==> src/design/kfb_pkg.sv <==
package kfb_pkg;

    localparam int MAX_KNOTS   = 16;
    localparam int KIDX_W      = 4;
    localparam int CNT_W       = 5;
    localparam int T_FRAC_BITS = 16;
    localparam int KEY_W       = 16;
    localparam int LVL_W       = 24;
    localparam int VAL_W       = 24;
    localparam int SLP_W       = 28;
    localparam int ACC_W       = 64;

    localparam logic [1:0] ADDR_ACTIVE_KNOTS = 2'd0;

    localparam logic [1:0] ST_EVAL  = 2'd0;
    localparam logic [1:0] ST_WRITE = 2'd1;
    localparam logic [1:0] ST_EMPTY = 2'd2;

    localparam logic OP_WRITE = 1'b0;
    localparam logic OP_EVAL  = 1'b1;

    typedef struct packed {
        logic [KEY_W-1:0]        key;
        logic signed [LVL_W-1:0] level;
        logic signed [LVL_W-1:0] hleft;
        logic signed [LVL_W-1:0] hright;
    } knot_t;

    typedef struct packed {
        logic                    start;
        logic [T_FRAC_BITS:0]    u;
        logic signed [LVL_W:0]   p0;
        logic signed [LVL_W:0]   p1;
        logic signed [LVL_W:0]   p2;
        logic signed [LVL_W:0]   p3;
    } bez_req_t;

    typedef struct packed {
        logic                    done;
        logic signed [VAL_W-1:0] value;
        logic signed [SLP_W-1:0] slope;
    } bez_rsp_t;

endpackage

==> src/design/kfb_bezier.sv <==
module kfb_bezier
    import kfb_pkg::*;
(
    input  logic     clk,
    input  logic     rst_n,
    input  bez_req_t req,
    output bez_rsp_t rsp
);

    localparam int UW = T_FRAC_BITS + 1;

    typedef enum logic [3:0] {
        S_IDLE, S_WW, S_WU, S_UU, S_B0, S_B1, S_B2, S_B3,
        S_V0, S_V1, S_V2, S_V3, S_S0, S_S1, S_S2, S_DONE
    } state_t;

    state_t state_reg;
    logic [UW-1:0] u_reg, w_reg, ww_reg, wu_reg, uu_reg;
    logic [UW-1:0] b0_reg, b1_reg, b2_reg, b3_reg;
    logic signed [LVL_W:0] p0_reg, p1_reg, p2_reg, p3_reg;
    logic signed [ACC_W-1:0] vacc_reg, sacc_reg;

    logic [UW-1:0]            ma, mb;
    logic [2*UW-1:0]          mprod;
    logic [UW-1:0]            mshift;
    logic signed [UW+1:0]     sa;
    logic signed [LVL_W+1:0]  sb;
    logic signed [UW+LVL_W+3:0] sprod;
    logic signed [ACC_W-1:0]  vround, sround;

    always_comb
    begin
        ma = u_reg;
        mb = u_reg;
        sa = '0;
        sb = '0;
        case (state_reg)
            S_WW:    begin ma = w_reg;  mb = w_reg; end
            S_WU:    begin ma = w_reg;  mb = u_reg; end
            S_UU:    begin ma = u_reg;  mb = u_reg; end
            S_B0:    begin ma = ww_reg; mb = w_reg; end
            S_B1:    begin ma = ww_reg; mb = u_reg; end
            S_B2:    begin ma = uu_reg; mb = w_reg; end
            S_B3:    begin ma = uu_reg; mb = u_reg; end
            S_V0:    begin sa = {2'b00, b0_reg}; sb = {p0_reg[LVL_W], p0_reg}; end
            S_V1:    begin sa = {2'b00, b1_reg}; sb = {p1_reg[LVL_W], p1_reg}; end
            S_V2:    begin sa = {2'b00, b2_reg}; sb = {p2_reg[LVL_W], p2_reg}; end
            S_V3:    begin sa = {2'b00, b3_reg}; sb = {p3_reg[LVL_W], p3_reg}; end
            S_S0:    begin sa = {2'b00, ww_reg}; sb = p1_reg - p0_reg; end
            S_S1:    begin sa = {2'b00, wu_reg}; sb = p2_reg - p1_reg; end
            S_S2:    begin sa = {2'b00, uu_reg}; sb = p3_reg - p2_reg; end
            default: begin ma = u_reg; mb = u_reg; end
        endcase
    end

    assign mprod  = ma * mb;
    assign mshift = mprod[T_FRAC_BITS +: UW];
    assign sprod  = sa * sb;
    assign vround = vacc_reg + (ACC_W'(1) <<< (T_FRAC_BITS - 1));
    assign sround = sacc_reg + (ACC_W'(1) <<< (T_FRAC_BITS - 1));

    function automatic logic signed [SLP_W-1:0] sat_s(input logic signed [ACC_W-1:0] x,
                                                     input int bits);
        logic signed [ACC_W-1:0] hi;
        logic signed [ACC_W-1:0] lo;
        hi = (ACC_W'(1) <<< (bits - 1)) - 1;
        lo = -hi - 1;
        if (x > hi)
            sat_s = SLP_W'(hi);
        else if (x < lo)
            sat_s = SLP_W'(lo);
        else
            sat_s = SLP_W'(x);
    endfunction

    always_ff @(posedge clk or negedge rst_n)
    begin
        if (!rst_n)
        begin
            state_reg <= S_IDLE;
            rsp.done  <= 1'b0;
        end
        else
        begin
            rsp.done <= 1'b0;
            case (state_reg)
                S_IDLE:
                begin
                    if (req.start)
                    begin
                        u_reg  <= req.u;
                        w_reg  <= UW'(1 << T_FRAC_BITS) - req.u;
                        p0_reg <= req.p0;
                        p1_reg <= req.p1;
                        p2_reg <= req.p2;
                        p3_reg <= req.p3;
                        vacc_reg <= '0;
                        sacc_reg <= '0;
                        state_reg <= S_WW;
                    end
                end
                S_WW: begin ww_reg <= mshift; state_reg <= S_WU; end
                S_WU: begin wu_reg <= mshift; state_reg <= S_UU; end
                S_UU: begin uu_reg <= mshift; state_reg <= S_B0; end
                S_B0: begin b0_reg <= mshift; state_reg <= S_B1; end
                S_B1: begin b1_reg <= UW'(3 * mshift); state_reg <= S_B2; end
                S_B2: begin b2_reg <= UW'(3 * mshift); state_reg <= S_B3; end
                S_B3: begin b3_reg <= mshift; state_reg <= S_V0; end
                S_V0, S_V1, S_V2:
                begin
                    vacc_reg  <= vacc_reg + ACC_W'(sprod);
                    state_reg <= state_t'(state_reg + 1'b1);
                end
                S_V3:
                begin
                    vacc_reg  <= vacc_reg + ACC_W'(sprod);
                    state_reg <= S_S0;
                end
                S_S0:
                begin
                    sacc_reg  <= sacc_reg + 3 * ACC_W'(sprod);
                    state_reg <= S_S1;
                end
                S_S1:
                begin
                    sacc_reg  <= sacc_reg + 6 * ACC_W'(sprod);
                    state_reg <= S_S2;
                end
                S_S2:
                begin
                    sacc_reg  <= sacc_reg + 3 * ACC_W'(sprod);
                    state_reg <= S_DONE;
                end
                S_DONE:
                begin
                    rsp.value <= VAL_W'(sat_s(vround >>> T_FRAC_BITS, VAL_W));
                    rsp.slope <= sat_s(sround >>> T_FRAC_BITS, SLP_W);
                    rsp.done  <= 1'b1;
                    state_reg <= S_IDLE;
                end
                default: state_reg <= S_IDLE;
            endcase
        end
    end

endmodule

==> config.mk <==
export PLATFORM = sky130hd
export DESIGN_NAME = kfb_bezier
export DESIGN_NICKNAME = d
export VERILOG_FILES = /design/src/design/kfb_pkg.sv /design/src/design/kfb_bezier.sv
export SDC_FILE = /design/constraint.sdc
export NUM_CORES = 2
export LEC_CHECK = 0
export ABC_AREA = 0
export BUFFER_PORTS_ARGS = -buffer_cell sky130_fd_sc_hd__buf_2
export CAP_MARGIN = 30
export CORE_UTILIZATION = 55
export DETAILED_ROUTE_END_ITERATION = 10
export GPL_TIMING_DRIVEN = 0
export HOLD_SLACK_MARGIN = 0.15
export PLACE_DENSITY = 0.81
export SYNTH_ARGS = -nofsm -noshare
export SYNTH_HDL_FRONTEND = slang
export SYNTH_SLANG_ARGS = --single-unit
export TNS_END_PERCENT = 1
==> constraint.sdc <==
create_clock -name clk -period 37.1 [get_ports clk]
set_input_delay 11.13 -clock clk [delete_from_list [all_inputs] [get_ports clk]]
set_output_delay 11.13 -clock clk [all_outputs]
set_load 0.03 [all_outputs]
# Word level (Yosys, flattened, before mapping)
# Index checks and enable logic that the tools add are counted.
totals:
  regBits: 438
  input_bits: 120
  output_inout_bits: 53
  wordCells: 89
op_classes:
  n_addsub: 10
  n_mul: 5
  order_cmp: 4
  eq_ne: 16
  n_mux: 14
  reduce_logical: 21
op_table:
  columns: ["op", "count"]
  rows:
  - ["case mux 64 bit (3 select lines)", 1]
  - ["case mux 26 bit (7 select lines)", 1]
  - ["adder 64 x 17 -> 64 bit, second input constant", 2]
  - ["case mux 64 bit (2 select lines)", 1]
  - ["case mux 17 bit (7 select lines)", 1]
  - ["multiplier 3 x 44 -> 47 bit, first input constant", 2]
  - ["subtractor 25 x 25 -> 26 bit", 3]
  - ["adder 64 x 44 -> 64 bit", 1]
  - ["adder 64 x 47 -> 64 bit", 1]
  - ["adder 64 x 48 -> 64 bit", 1]
  - ["two-way mux 64 bit", 1]
  - ["two-way mux 28 bit", 2]
  - ["case mux 4 bit (14 select lines)", 1]
  - ["two-way mux 53 bit", 1]
  - ["case mux 17 bit (3 select lines)", 1]
  - ["> comparator 48 x 24 -> 1 bit, second input constant", 1]
  - ["> comparator 48 x 28 -> 1 bit, second input constant", 1]
  - ["< comparator 48 x 24 -> 1 bit, second input constant", 1]
  - ["< comparator 48 x 28 -> 1 bit, second input constant", 1]
  - ["two-way mux 24 bit", 2]
  - ["multiplier 18 x 26 -> 44 bit", 1]
  - ["multiplier 17 x 17 -> 33 bit", 1]
  - ["equality test 4 bit, second input constant", 8]
  - ["multiplier 2 x 17 -> 17 bit, first input constant", 1]
  - ["other kinds (16)", 33]

# Logic depth before layout (Yosys ltp)
logic_depth:
  word_depth: 6
  ltp_mapped: 62
  ltp_nobuf: 60

# Least setup slack after synthesis
# OpenSTA, ideal clock, no wires.
synth_path:
  path_kind: "in2reg"
  start: "in rst_n"
  end: "reg p0_reg[0] (enable)"
  setup_time_ps: 631
  t_arrival_ps: 16768
  required_time_ps: 36469
  path_slack_ps: 19701
  path_stages: 2
  path_buffers: 0
  path_cell_list: "nand2_1 nor2_1"
synth_via:
  elab_chain_cells: 1
synth_rtl:
  columns: ["item", "line_no", "rtl"]
  rows:
  - ["start: declaration", "kfb_bezier.sv:5", "input logic rst_n,"]
  - ["AND reduction 3 bit (no line)", null, null]
  - ["end signal: assignment", "kfb_bezier.sv:93", "p0_reg <= req.p0;"]
  - ["end: declaration", "kfb_bezier.sv:20", "logic signed [LVL_W:0] p0_reg, p1_reg, p2_reg, p3_reg;"]
# No other way between the ends.
# A chain may end at the register's enable or synchronous reset.

# Final worst setup path
layout_path:
  start: "reg state_reg[1]"
  end: "reg sacc_reg[62] (data pin)"
layout_via:
  elab_chain_cells: 6
  word_cells_on_any_way: 17
  classes_between: "add/sub (2); mul (3); eq/ne (7); mux (3); reduce/logical (2)"
layout_rtl:
  columns: ["item", "line_no", "rtl"]
  rows:
  - ["start: declaration", "kfb_bezier.sv:17", "state_t state_reg;"]
  - ["start signal: assignment", "kfb_bezier.sv:112", "state_reg <= state_t'(state_reg + 1'b1);"]
  - ["equality test 4 bit, on equally long branches", "kfb_bezier.sv:37, kfb_bezier.sv:86", null]
  - ["case mux 17 bit (7 select lines) / case mux 26 bit (7 select lines) (equally long branches)", "kfb_bezier.sv:37", "case (state_reg)"]
  - ["multiplier 18 x 26 -> 44 bit", "kfb_bezier.sv:58", "assign sprod = sa * sb;"]
  - ["multiplier 3 x 44 -> 47 bit", "kfb_bezier.sv:121, kfb_bezier.sv:126, kfb_bezier.sv:131", null]
  - ["adder 64 x 47 -> 64 bit / adder 64 x 48 -> 64 bit (equally long branches)", "kfb_bezier.sv:121, kfb_bezier.sv:131, kfb_bezier.sv:126", null]
  - ["case mux 64 bit (3 select lines) *", "kfb_bezier.sv:86", "case (state_reg)"]
  - ["end signal: assignment", "kfb_bezier.sv:121", "sacc_reg <= sacc_reg + 3 * ACC_W'(sprod);"]
  - ["end signal: assignment", "kfb_bezier.sv:126", "sacc_reg <= sacc_reg + 6 * ACC_W'(sprod);"]
  - ["end signal: assignment", "kfb_bezier.sv:131", "sacc_reg <= sacc_reg + 3 * ACC_W'(sprod);"]
  - ["end: declaration", "kfb_bezier.sv:21", "logic signed [ACC_W-1:0] vacc_reg, sacc_reg;"]
# Mark *: on every way between the ends. The rest lies on a longest branch, timed or not.

==> impl_results.md <==
- Vias in the first global route: ~53k
- Clock sinks: 437
- Syn_area_per_cell: 9.00 µm²
- Vias post-DR: 53.0k
- Setup TNS: 0 ns
- Port-buffer cells: 172
- Die Span X: 340 µm
- Post-synth top area share: between 20% and 30%
- Most frequent CP cell: inv_1
- Max-slew violations: 0
- ANT nets after route: 0
- Peak fanout along the critical path: 17
- Post-CTS Resized: 0
- F_max: 55.7 MHz
- Seq/Total Area, Yosys: 20.9%
- Initial DRC Count: 4978
- Setup Skew: 0.0330 ns
- Startpoint Class: flop
- Area contributors post-synth: fa_1, edfxtp_1, ha_1
- Nets: 8650
- Mapped Cells: 6968
- GP Congestion: 1.02
- Critical path class: flop to flop
- Hold Path Class: flop to flop
- I/O pin count: 173
- Core area: 113000 µm²
- Cts hold-fix bufs: 0
- RSZ-0062 raised after global routing: false
- R2R Setup Slk: 19.16 ns
- Drt wl/cell: around 21 µm
- WP data arrival: between 15 and 20 ns
- Post-Syn Nets: about 8.4k
- Status: finished, final reports clean
- Post-synth top cells: inv_1, fa_1, nand2_1
- Setup crit end: sacc_reg[62]
- FF+latch count, synth: 437
- Setup crit start: state_reg[1]
- H-Tree Depth: 2
- Worst-skew pair later-pin latency: 0.65 ns
- FF-to-FF End: sacc_reg[62]
- Final worst path period share: between 40% and 50%
- Distinct cells, synth: 96
- Drt total wl: 186000 µm
- Share of layout cells above drive strength 1: 5.70%
- Tightest Pin Transition: 1.19 ns
- Synthesized area: between 60000 and 70000 µm²
- Synth Flop Type: edfxtp_1
- Clock slew at reported path FFs: 0.06 ns
- Fraction of registers with async set/reset: 1.14%
- Worst EP required: 37.45 ns
- Largest net degree at the start of global routing: 40
- Fin util: between 60% and 70%
- Clock root buffer: clkbuf_16
- Setup bufs post-CTS: 0
- First-pass GRT wire length: 291000 µm
- Final Critical Period: 17.94 ns
- Via/cell ratio: just over 6
- Max Cap Violations: 0
- Worst Setup End Kind: flop
- Slew headroom: ~21%
- Synth-to-layout area growth: 7.94%
- Slowest-stage cell, CP: clkbuf_1
- Reg2Reg Depth: 56
- Initial Utilization: 55.6%
- HPWL after DPL: 152000 µm
- Drc violations: 0
- Clk buf depth: 3
- CTS tree: built
- Most numerous cell in the Yosys netlist: inv_1
- Setup violations, final: 0
- DIE HEIGHT: 340 µm
- Die area: roughly 120000 µm²
- Total CTS buffers: 50
- Number of synthesized flops with an enable pin: 432
- Drt first pass iters: 9
- Total gr overflow: 0
- Hold Violations, Final: 0
- Critical Path Max Stage Delay: slightly above 0.8 ns
- Post-synth top area cell: fa_1
- GR Util All Layers: between 30% and 40%
- Yosys warns: 0
- Site Rows: roughly 120
- Reg-to-Reg Start: state_reg[1]
- Antenna violations before repair: 8
==> stage by stage <==
step	cells	area (µm²)	setup slack [ns]	hold slack, ns
2_1_floorplan	6968	62700	19.70	0.526
3_3_place_gp	8640	65500	17.65	0.562
3_5_place_dp	8677	66000	19.62	0.589
4_1_cts	8770	67700	19.66	0.602
5_1_grt	8775	67700	18.45	0.644
6_report	8777	67700	19.16	0.604
==> worst max-delay path: cells and delay by family, from the launching register on <==
| kind | cells | cell delay [ns] |
|---|---|---|
| adders and majority gates | 11 | 4.83 |
| AOI/OAI and AO/OA | 18 | 4.22 |
| buffers and inverters | 12 | 3.71 |
| and+or+nand+nor | 12 | 3.29 |
| xor gates and xnor gates | 3 | 1.15 |
| DFF | 1 | 0.42 |
==> how the worst min path moves through the flow <==
| stage | from | endpoint | slack, ns | cells after the start |
|---|---|---|---|---|
| 2_1_floorplan | state_reg[1] | state_reg[1] | 0.53 | 1 |
| 6_report | state_reg[1] | state_reg[1] | 0.60 | 1 |
| 4_1_cts | state_reg[1] | state_reg[1] | 0.60 | 1 |
| 5_1_grt | state_reg[1] | state_reg[1] | 0.64 | 1 |
| 3_3_place_gp | state_reg[1] | state_reg[1] | 0.56 | 1 |
| 3_5_place_dp | state_reg[1] | state_reg[1] | 0.59 | 1 |
==> cell families after synthesis <==
family                     Yosys count  synth area share (%)
and+or+nand+nor                   1906                  14.3
AOI/OAI and AO/OA                 1502                  15.7
buffers and inverters             1369                  8.24
adders and majority gates         1296                  34.3
DFF                                437                  20.9
xor gates and xnor gates           406                  5.75
muxes                               52                 0.862
==> final cells by class <==
class | instances | area (µm²)
fillers | 9459 | 45100
multi-input cells | 5162 | 44600
flip-flops and latches | 437 | 13100
inverters | 1125 | 4220
well taps | 1500 | 1880
repair buffers | 214 | 1330
clock buffers | 61 | 1320
plain buffers | 244 | 943
clock inverters | 32 | 349
diodes | 2 | 5.00
==> cell usage in the layout, fill, tap and decap left out, types with 52 or more instances in the layout <==
| master | n |
|---|---|
| a21o_1 | 225 |
| a21oi_1 | 362 |
| a22oi_1 | 76 |
| and2_1 | 59 |
| and3_1 | 62 |
| buf_2 | 187 |
| clkbuf_1 | 231 |
| clkbuf_16 | 52 |
| edfxtp_1 | 432 |
| fa_1 | 702 |
| ha_1 | 594 |
| inv_1 | 1125 |
| nand2_1 | 595 |
| nand2b_1 | 104 |
| nand3_1 | 118 |
| nand4_1 | 76 |
| nor2_1 | 552 |
| nor2b_1 | 93 |
| nor3_1 | 76 |
| o21a_1 | 73 |
| o21ai_0 | 270 |
| o22ai_1 | 63 |
| xnor2_1 | 235 |
| xor2_1 | 167 |
==> routing by layer <==
metal / global-route usage [%] / vias up / routed length, µm
met5: 0 / - / 41
met4: 15.4 / 6 / 10500
met2: 50.9 / 2794 / 84100
li1: - / 24120 / -
met3: 6.14 / 596 / 18400
met1: 42.0 / 25526 / 73200
Power is left out: the tool's default activity adds up to more than one toggle a clock period on the data nets, which glitch-free logic cannot reach.
