[config.mk]
export PLATFORM = sky130hd
export DESIGN_NAME = kfb_divider
export DESIGN_NICKNAME = d
export VERILOG_FILES = /design/src/design/kfb_pkg.sv /design/src/design/kfb_divider.sv
export SDC_FILE = /design/constraint.sdc
export NUM_CORES = 1
export LEC_CHECK = 0
export ABC_CLOCK_PERIOD_IN_PS = 5100
export BUFFER_PORTS_ARGS = -buffer_cell sky130_fd_sc_hd__buf_4
export CAP_MARGIN = 40
export CORE_ASPECT_RATIO = 1.4
export CORE_MARGIN = 3
export CORE_UTILIZATION = 45
export DETAILED_ROUTE_END_ITERATION = 10
export PLACE_DENSITY_LB_ADDON = 0.08
export SYNTH_ARGS = -nofsm -noshare
export SYNTH_HDL_FRONTEND = slang
export SYNTH_SLANG_ARGS = --single-unit
[constraint.sdc]
create_clock -name clk -period 5.1 [get_ports clk]
set_input_delay 0.255 -clock clk [delete_from_list [all_inputs] [get_ports clk]]
set_output_delay 0.255 -clock clk [all_outputs]
set_load 0.05 [all_outputs]
[src/design/kfb_pkg.sv]
package kfb_pkg;

    localparam int MAX_KNOTS   = 16;
    localparam int KIDX_W      = 4;
    localparam int CNT_W       = 5;
    localparam int T_FRAC_BITS = 16;
    localparam int KEY_W       = 16;
    localparam int LVL_W       = 24;
    localparam int VAL_W       = 24;
    localparam int SLP_W       = 28;
    localparam int ACC_W       = 64;

    localparam logic [1:0] ADDR_ACTIVE_KNOTS = 2'd0;

    localparam logic [1:0] ST_EVAL  = 2'd0;
    localparam logic [1:0] ST_WRITE = 2'd1;
    localparam logic [1:0] ST_EMPTY = 2'd2;

    localparam logic OP_WRITE = 1'b0;
    localparam logic OP_EVAL  = 1'b1;

    typedef struct packed {
        logic [KEY_W-1:0]        key;
        logic signed [LVL_W-1:0] level;
        logic signed [LVL_W-1:0] hleft;
        logic signed [LVL_W-1:0] hright;
    } knot_t;

    typedef struct packed {
        logic                    start;
        logic [T_FRAC_BITS:0]    u;
        logic signed [LVL_W:0]   p0;
        logic signed [LVL_W:0]   p1;
        logic signed [LVL_W:0]   p2;
        logic signed [LVL_W:0]   p3;
    } bez_req_t;

    typedef struct packed {
        logic                    done;
        logic signed [VAL_W-1:0] value;
        logic signed [SLP_W-1:0] slope;
    } bez_rsp_t;

endpackage

[src/design/kfb_divider.sv]
module kfb_divider
    import kfb_pkg::*;
(
    input  logic                   clk,
    input  logic                   rst_n,
    input  logic                   start,
    input  logic [KEY_W-1:0]       num,
    input  logic [KEY_W-1:0]       den,
    output logic                   done,
    output logic [T_FRAC_BITS-1:0] quot
);

    localparam int STEP_W = $clog2(T_FRAC_BITS + 1);

    logic [STEP_W-1:0]      step_reg;
    logic                   busy_reg;
    logic [KEY_W:0]         rem_reg;
    logic [KEY_W-1:0]       den_reg;
    logic [T_FRAC_BITS-1:0] q_reg;
    logic [KEY_W+1:0]       trial;

    assign trial = {rem_reg, 1'b0} - {2'b00, den_reg};

    always_ff @(posedge clk or negedge rst_n)
    begin
        if (!rst_n)
        begin
            busy_reg <= 1'b0;
            done     <= 1'b0;
            step_reg <= '0;
        end
        else
        begin
            done <= 1'b0;
            if (start)
            begin
                busy_reg <= 1'b1;
                step_reg <= STEP_W'(T_FRAC_BITS);
                rem_reg  <= {1'b0, num};
                den_reg  <= den;
                q_reg    <= '0;
            end
            else if (busy_reg)
            begin
                if (!trial[KEY_W+1])
                begin
                    rem_reg <= trial[KEY_W:0];
                    q_reg   <= {q_reg[T_FRAC_BITS-2:0], 1'b1};
                end
                else
                begin
                    rem_reg <= {rem_reg[KEY_W-1:0], 1'b0};
                    q_reg   <= {q_reg[T_FRAC_BITS-2:0], 1'b0};
                end
                step_reg <= step_reg - 1'b1;
                if (step_reg == STEP_W'(1))
                begin
                    busy_reg <= 1'b0;
                    done     <= 1'b1;
                end
            end
        end
    end

    assign quot = q_reg;

endmodule

Word level (Yosys, flattened, before mapping)

Index checks and enable logic that the tools add are counted.
W data, S select, Z words.

Shift operators: 0
Eq/ne operators: 1
Bitwise operators: 0
Mux-type cells: 13
$add $sub $neg: 2
Reductions and logical operators: 3
$lt $le $gt $ge: 0
Multipliers: 0
Divide/modulo/power cells: 0

Operator list:

| cell                  | number |
|---|---|
| $mux W17              | 2 |
| $mux W16              | 2 |
| $sub A18 B16 Y18      | 1 |
| $mux W5               | 2 |
| $mux W1               | 7 |
| $eq A5 B1 Y1 const B  | 1 |
| $sub A5 B1 Y5 const B | 1 |
| $reduce_and A2 Y1     | 2 |
| $reduce_bool A2 Y1    | 1 |

Bits of input ports: 35
Bits in latches: 0
Flip-flop bits (word level): 56
Bits in read-only memories: 0
Bits in writable memories: 0
Word-level logic and storage cells: 26
Memories: 0

Longest topological paths before layout

Gate-level depths: netlist of the first run.

Depth in word-level cells: 4
Mapped depth: 11
Depth with buffers taken out: 9

Worst setup path after synthesis of the first run

OpenSTA, ideal clock, no wires.

Path kind: reg2reg
From: register rem_reg[3]
To: register rem_reg[16], data pin
Library setup time: 0.174 ns
Slack: 2.250 ns
Arrival time: 2.676 ns
Stages on the path, launching flop included: 10
Cell sequence: edfxtp_1 ha_1 or4_4 o21ai_2 a21oi_2 o2111a_1 or3_1 buf_2 or3_1 a311oi_1

Cells in the longest elaborated chain, start to end: 3

RTL lines:

| element                  | line              | source |
|---|---|---|
| start: declaration       | kfb_divider.sv:17 | `logic [KEY_W:0] rem_reg;` |
| start signal: assignment | kfb_divider.sv:39 | `rem_reg <= {1'b0, num};` |
| start signal: assignment | kfb_divider.sv:47 | `rem_reg <= trial[KEY_W:0];` |
| start signal: assignment | kfb_divider.sv:52 | `rem_reg <= {rem_reg[KEY_W-1:0], 1'b0};` |
| $sub A18 B16 Y18         | kfb_divider.sv:22 | `assign trial = {rem_reg, 1'b0} - {2'b00, den_reg};` |
| $mux W17                 | kfb_divider.sv:45 | `if (!trial[KEY_W+1])` |
| $mux W17                 | kfb_divider.sv:43 | `else if (busy_reg)` |

Every way passes these cells. The select of a mux whose other input is x is not followed.
A chain may end at the register's enable or synchronous reset.

Worst setup path after layout of the first run

From: register rem_reg[3]
To: register rem_reg[9], data pin

Cells in the longest elaborated chain, start to end: 4

RTL lines:

| element          | line              | source |
|---|---|---|
| $sub A18 B16 Y18 | kfb_divider.sv:22 |  |
| $mux W17         | kfb_divider.sv:45 |  |
| $mux W17         | kfb_divider.sv:43 |  |
| $mux W16         | kfb_divider.sv:35 | `if (start)` |

Every way passes these cells. The select of a mux whose other input is x is not followed.

==> results of run 1 <==
worst paths after layout:
check | from | to | slack, ns
max reg2reg | rem_reg[3]$_DFFE_PP_ | rem_reg[9]$_DFFE_PP_ | 1.96
max | rem_reg[3]$_DFFE_PP_ | rem_reg[9]$_DFFE_PP_ | 1.96
max in group asynchronous | rst_n | step_reg[0]$_DFFE_PN0N_ | 4.49
min | den[3] | den_reg[3]$_DFFE_PP_ | 0.1
min reg2reg | step_reg[4]$_DFFE_PN0N_ | step_reg[4]$_DFFE_PN0N_ | 0.53
min in group asynchronous | rst_n | step_reg[1]$_DFFE_PN0N_ | 0.38
per-stage QoR:
| stage | instance area, um2 | instances | hold WS (ns) | util, % | power (mW) |
|---|---|---|---|---|---|
| final | 3880 | 449 | 0.0958 | 55.2 | 1.43 |
| after global placement | 3760 | 439 | 0.182 | 53.5 | 1.17 |
| after floorplan | 3300 | 304 | -0.0406 | - | 1.04 |
| after CTS | 3880 | 449 | 0.0868 | 55.2 | 1.44 |
| after global routing | 3880 | 449 | 0.0820 | 55.2 | 1.53 |
| after detailed placement | 3770 | 440 | 0.181 | 53.7 | 1.17 |
final cells by class:
type,instances,area [um2]
Tap cell,95,119
Inverter,21,78.8
Timing Repair Buffer,55,419
Multi-Input combinational cell,214,1520
Fill cell,677,3150
Clock buffer,5,68.8
Sequential cell,56,1650
Clock inverter,3,26.3
report_power, final:
group          internal (mW)  total (mW)  switching (mW)
clock network          0.102       0.265           0.164
logic                  0.237       0.547           0.310
registers              0.575       0.617          0.0421
routing by layer:
| metal | share of wire, % | global-route usage [%] | vias up |
|---|---|---|---|
| met5 | 0 | 0 | - |
| met3 | 3.8 | 2.93 | 10 |
| met1 | 43 | 21.7 | 1142 |
| li1 | - | - | 1217 |
| met2 | 52 | 30.6 | 47 |
| met4 | 1.6 | 6.00 | 0 |
cell usage after synthesis (all sizes together), types with 2 or more instances:
library cell	number	area, um2
a211oi	3	22.5
a21o	2	15.0
a21oi	13	68.8
a311oi	2	17.5
a32o	2	20.0
buf	4	25.0
clkbuf	9	33.8
dfrtp	7	175
edfxtp	49	1470
ha	17	213
inv	21	78.8
mux2i	28	280
nand2	18	67.6
nand2b	4	25.0
nand4	3	18.8
nor2	32	120
nor2b	3	18.8
nor3	7	40.0
nor4	3	18.8
o211ai	2	15.0
o21a	8	60.1
o21ai	24	124
o21bai	2	15.0
o31a	2	17.5
o31ai	5	37.5
o41ai	2	17.5
or3	2	12.5
xnor2	12	105
xor2	3	26.3
critical path, delay by kind of cell, from the launching register on:
kind	cells	cell delay (ns)
AND/OR/NAND/NOR	2	1.06
adder cells (fa/ha/maj)	1	0.38
multiplexers	1	0.20
flip-flops	1	0.40
buffers and inverters	1	0.31
AO/OA/AOI/OAI	4	0.50
cell usage in the layout (no fill, tap or decap), types with 11 or more instances in the layout:
| cell type | netlist | routed |
|---|---|---|
| a21oi_1 | 12 | 12 |
| buf_4 | 0 | 53 |
| edfxtp_1 | 49 | 49 |
| ha_1 | 17 | 17 |
| inv_1 | 21 | 21 |
| mux2i_1 | 28 | 28 |
| nand2_1 | 18 | 18 |
| nor2_1 | 32 | 32 |
| o21ai_0 | 12 | 12 |
| o21ai_1 | 11 | 11 |
| xnor2_1 | 12 | 12 |
cells by family after synthesis:
family / after synthesis / synth area share, %
buffers and inverters: 34 / 4.17
flip-flops: 56 / 49.8
XOR/XNOR: 15 / 3.98
multiplexers: 28 / 8.48
AO/OA/AOI/OAI: 75 / 15.1
adder cells (fa/ha/maj): 18 / 7.05
AND/OR/NAND/NOR: 78 / 11.4
==> run metrics, run 1 <==
status completed; fin nets 406; worst path arrival time 3.20 ns; # IOs 52; Hold Path Cell Cnt 1; final wirelength 7.05 mm; Yosys reg bits 56; final slew viol count 0; num rows 36; Initial Util 47.0%; Yosys Warn Count 0; DR pass1 iterations 4; number of flip-flops in the largest register 17; Die Width 78.4 um; share of cells above drive strength 1 18.9%; static leakage 1.69 nW; Slew headroom 43.8%; worst vdd ir 0.185 mV; gpl congestion 0.897; Req. time, crit path 5.16 ns; clock tree buffer depth 2; Worst-Margin Slew 0.843 ns; DP Wirelength 5.08 mm; Hold Path Class input pin to register; initial antenna violation count 0; crit end category register; clk sink count 56; Port Buffers 51; Crit path largest cell delay 0.53 ns; setup bufs post-CTS 0; Final Hold Fails 0; Pwr Density 369 mW/mm2; DRT iter0 DRCs 167; Remaining DRCs 0; vias in the first global route 2401; Place WS 1.97 ns; first-pass GRT wire length 11.6 mm; critical path peak fanout 8; ANT cells 0; startpoint types register; Vias 2416; RSZ-0062 raised after global routing no; clk slew on worst S/H paths 0.12 ns; reg2reg path depth 9; main flop type after synthesis edfxtp_1; setup violators final 0; die area 0.00842 mm2; CTS Buf Count 5; die height 107 um; Final period util 61.6%; Highest Clock Rate 318 MHz; slowest cell on the critical path or4_4; Clock Skew 0.0113 ns; Async S/R FF share, synth 12.5%; total grt overflow 0; CTS tree built; pin count of the biggest net entering global routing 44; cell area after synthesis 0.00330 mm2; post-synthesis instance total 304; syn avg cell area 10.9 um2; Antenna Nets Post-Route 0; Final TNS setup 0 ns; clk root buf clkbuf_8; Setup WS post-layout 1.96 ns; Max Cap Viol 0; CTS Hold Bufs 1; minimum clock period 3.14 ns; Routed WL per cell 15.7 um; register area share after synthesis 49.8%; Synth cell types 50; Total Routing Usage GR 17.5%; # resized after CTS 0; critical path, cell by cell ha_1, or4_4, o21ai_2, a21oi_2, o2111a_1, nor3_2, buf_4, mux2i_1, o21ai_1; WS Path Type register to register; Skew-Pair Late Insertion Delay 0.32 ns; synthesis-to-finish area growth 17.4%; Syn Nets 357; # H-tree levels 2; vias per std cell 5.38; CORE AREA 0.00703 mm2; number of synthesized flops with an enable pin 49
No activity file was read; power rests on OpenSTA's default activity.
==> run 2, diff against run 1 <==
--- a/config.mk
+++ b/config.mk
@@ -5,7 +5,7 @@
 export SDC_FILE = /design/constraint.sdc
 export NUM_CORES = 1
 export LEC_CHECK = 0
-export ABC_CLOCK_PERIOD_IN_PS = 5100
+export ABC_CLOCK_PERIOD_IN_PS = 2900
 export BUFFER_PORTS_ARGS = -buffer_cell sky130_fd_sc_hd__buf_4
 export CAP_MARGIN = 40
 export CORE_ASPECT_RATIO = 1.4
==> constraint.sdc (replaced) <==
create_clock -name clk -period 2.9 [get_ports clk]
set_input_delay 0.145 -clock clk [delete_from_list [all_inputs] [get_ports clk]]
set_output_delay 0.145 -clock clk [all_outputs]
set_load 0.05 [all_outputs]
==> run 2 against run 1 <==
  * Clock power up 69%
  * Sequential share of layout area down 3.1 points
  * Global-route usage up 0.93 points
  * Sequential power up 77%
  * Via count up 5.9%
  * Cell area up 7.7%
  * Clock-buffer cell count unchanged
  * Largest power group unchanged
  * Flip-flop and latch count unchanged
  * Final cell count up 6.7%
==> run metrics, run 2 (synthesized netlist as in run 1, its figures left out) <==
status completed (unchanged); startpoint types register (unchanged); CTS tree built (unchanged); leading cell type in the layout, fill and taps excluded buf_4 (unchanged); first-pass GRT wire length 12.2 mm (was 11.6 mm); Clock Skew 0.00712 ns (was 0.0113 ns); worst path arrival time 3.01 ns (was 3.20 ns); worst vdd ir 0.313 mV (was 0.185 mV); CORE AREA 0.00703 mm2 (unchanged); critical path peak fanout 3 (was 8); Port Buffers 51 (unchanged); Final Hold Fails 0 (unchanged); final slew viol count 0 (unchanged); Slew headroom 54.0% (was 43.8%); DP Wirelength 5.28 mm (was 5.08 mm); Max Cap Viol 0 (unchanged); num rows 36 (unchanged); most frequent cells in the layout buf_4 (66), edfxtp_1 (49), nor2_1 (32) (was buf_4 (53), edfxtp_1 (49), nor2_1 (32)); die area 0.00842 mm2 (unchanged); fin area 0.00418 mm2 (was 0.00388 mm2); number of flip-flops in the largest register 17 (unchanged); total grt overflow 0 (unchanged); # IOs 52 (unchanged); ANT cells 0 (unchanged); clk root buf clkbuf_8 (unchanged); # H-tree levels 2 (unchanged); Remaining DRCs 0 (unchanged); placed instance area 0.00389 mm2 (was 0.00377 mm2); minimum clock period 2.86 ns (was 3.14 ns); vias per std cell 5.34 (was 5.38); Worst-Margin Slew 0.690 ns (was 0.843 ns); Die Width 78.4 um (unchanged); Req. time, crit path 3.05 ns (was 5.16 ns); static leakage 1.84 nW (was 1.69 nW); Routed WL per cell 15.3 um (was 15.7 um); synthesis-to-finish area growth 26.5% (was 17.4%); initial antenna violation count 0 (unchanged); pin count of the biggest net entering global routing 44 (unchanged); die height 107 um (unchanged); clk slew on worst S/H paths 0.11 ns (was 0.12 ns); Highest Clock Rate 349 MHz (was 318 MHz); gpl congestion 0.828 (was 0.897); Antenna Nets Post-Route 0 (unchanged); RSZ-0062 raised after global routing yes (was no); CTS Buf Count 5 (unchanged); DRT iter0 DRCs 113 (was 167); clk sink count 56 (unchanged); crit end category register (unchanged); WS Path Type register to register (unchanged); final wirelength 7.34 mm (was 7.05 mm); Vias 2558 (was 2416); setup slack, reg-to-reg 0.04 ns (was 1.96 ns); Final period util 98.7% (was 61.6%); share of cells above drive strength 1 22.4% (was 18.9%); fin util 59.5% (was 55.2%); Pwr Density 623 mW/mm2 (was 369 mW/mm2); fin nets 436 (was 406); setup violators final 0 (unchanged); clock tree buffer depth 2 (unchanged); vias in the first global route 2602 (was 2401); Total Routing Usage GR 18.4% (was 17.5%); Hold Path Class input pin to register (unchanged); Skew-Pair Late Insertion Delay 0.31 ns (was 0.32 ns); Initial Util 47.0% (unchanged); DR pass1 iterations 6 (was 4)
[run 2: path summary, 6_finish.rpt]
check,startpoint,to,depth (start not counted)
min reg2reg,step_reg[4]$_DFFE_PN0N_,step_reg[4]$_DFFE_PN0N_,2
max in group asynchronous,rst_n,done$_DFF_PN0_,2
min in group asynchronous,rst_n,step_reg[3]$_DFFE_PN0N_,2
min,den[0],den_reg[0]$_DFFE_PP_,1
max reg2reg,rem_reg[1]$_DFFE_PP_,rem_reg[16]$_SDFFCE_PP0P_,9
max,rem_reg[1]$_DFFE_PP_,rem_reg[16]$_SDFFCE_PP0P_,9
[run 2: cell type report]
| cell class | instances | area, um2 |
|---|---|---|
| timing repair buffer | 85 | 693 |
| fill | 630 | 2850 |
| sequential | 56 | 1650 |
| multi-input combinational | 214 | 1550 |
| clock buffer | 5 | 68.8 |
| inverter | 21 | 78.8 |
| clock inverter | 3 | 22.5 |
| tap | 95 | 119 |
[run 2: worst max-delay path, stage by stage (launching register included)]
cell and delay, ns:
edfxtp_1 0.41, ha_1 0.32, nor2b_1 0.15, o211ai_1 0.30, a311oi_1 0.20, buf_4 0.18
o41ai_2 0.37, o21ai_0 0.20, or3_1 0.35, a311oi_2 0.23
[run 2: metal layers]
metal,global-route usage (%),share of wire [%],wire length (um)
met5,0,0,0
met4,5.75,1.2,90
met3,2.68,4.4,321
met2,32.8,53,3860
met1,22.9,42,3060
[run 2: timing repair]
action                                  CTS  global route
resized for setup                         2             5
setup buffers                             0             0
hold endpoints to repair                 22             0
pin swaps                                 0             1
endpoints found under the setup margin    2            13
hold buffers                             16             0
[run 2: stage by stage]
| stage | hold slack [ns] | cells | power [mW] | worst slack [ns] | TNS (ns) |
|---|---|---|---|---|---|
| CTS | 0.00260 | 479 | 2.61 | 0.0401 | 0 |
| finish | 0.0132 | 479 | 2.60 | 0.0374 | 0 |
| detailed placement | 0.0714 | 455 | 2.13 | -0.0519 | -0.0525 |
| global route | 0.00232 | 479 | 2.77 | -0.0816 | -0.155 |
| floorplan | -0.151 | 304 | 1.83 | 0.0498 | 0 |
| global placement | 0.0698 | 454 | 2.11 | -0.0252 | -0.0252 |
[run 2: report_power, final]
part           internal, mW  switching [mW]  leakage (nW)  total [mW]
logic                 0.496           0.567          1.22        1.06
clock network         0.174           0.275        0.0485       0.449
registers              1.01          0.0805         0.567        1.09
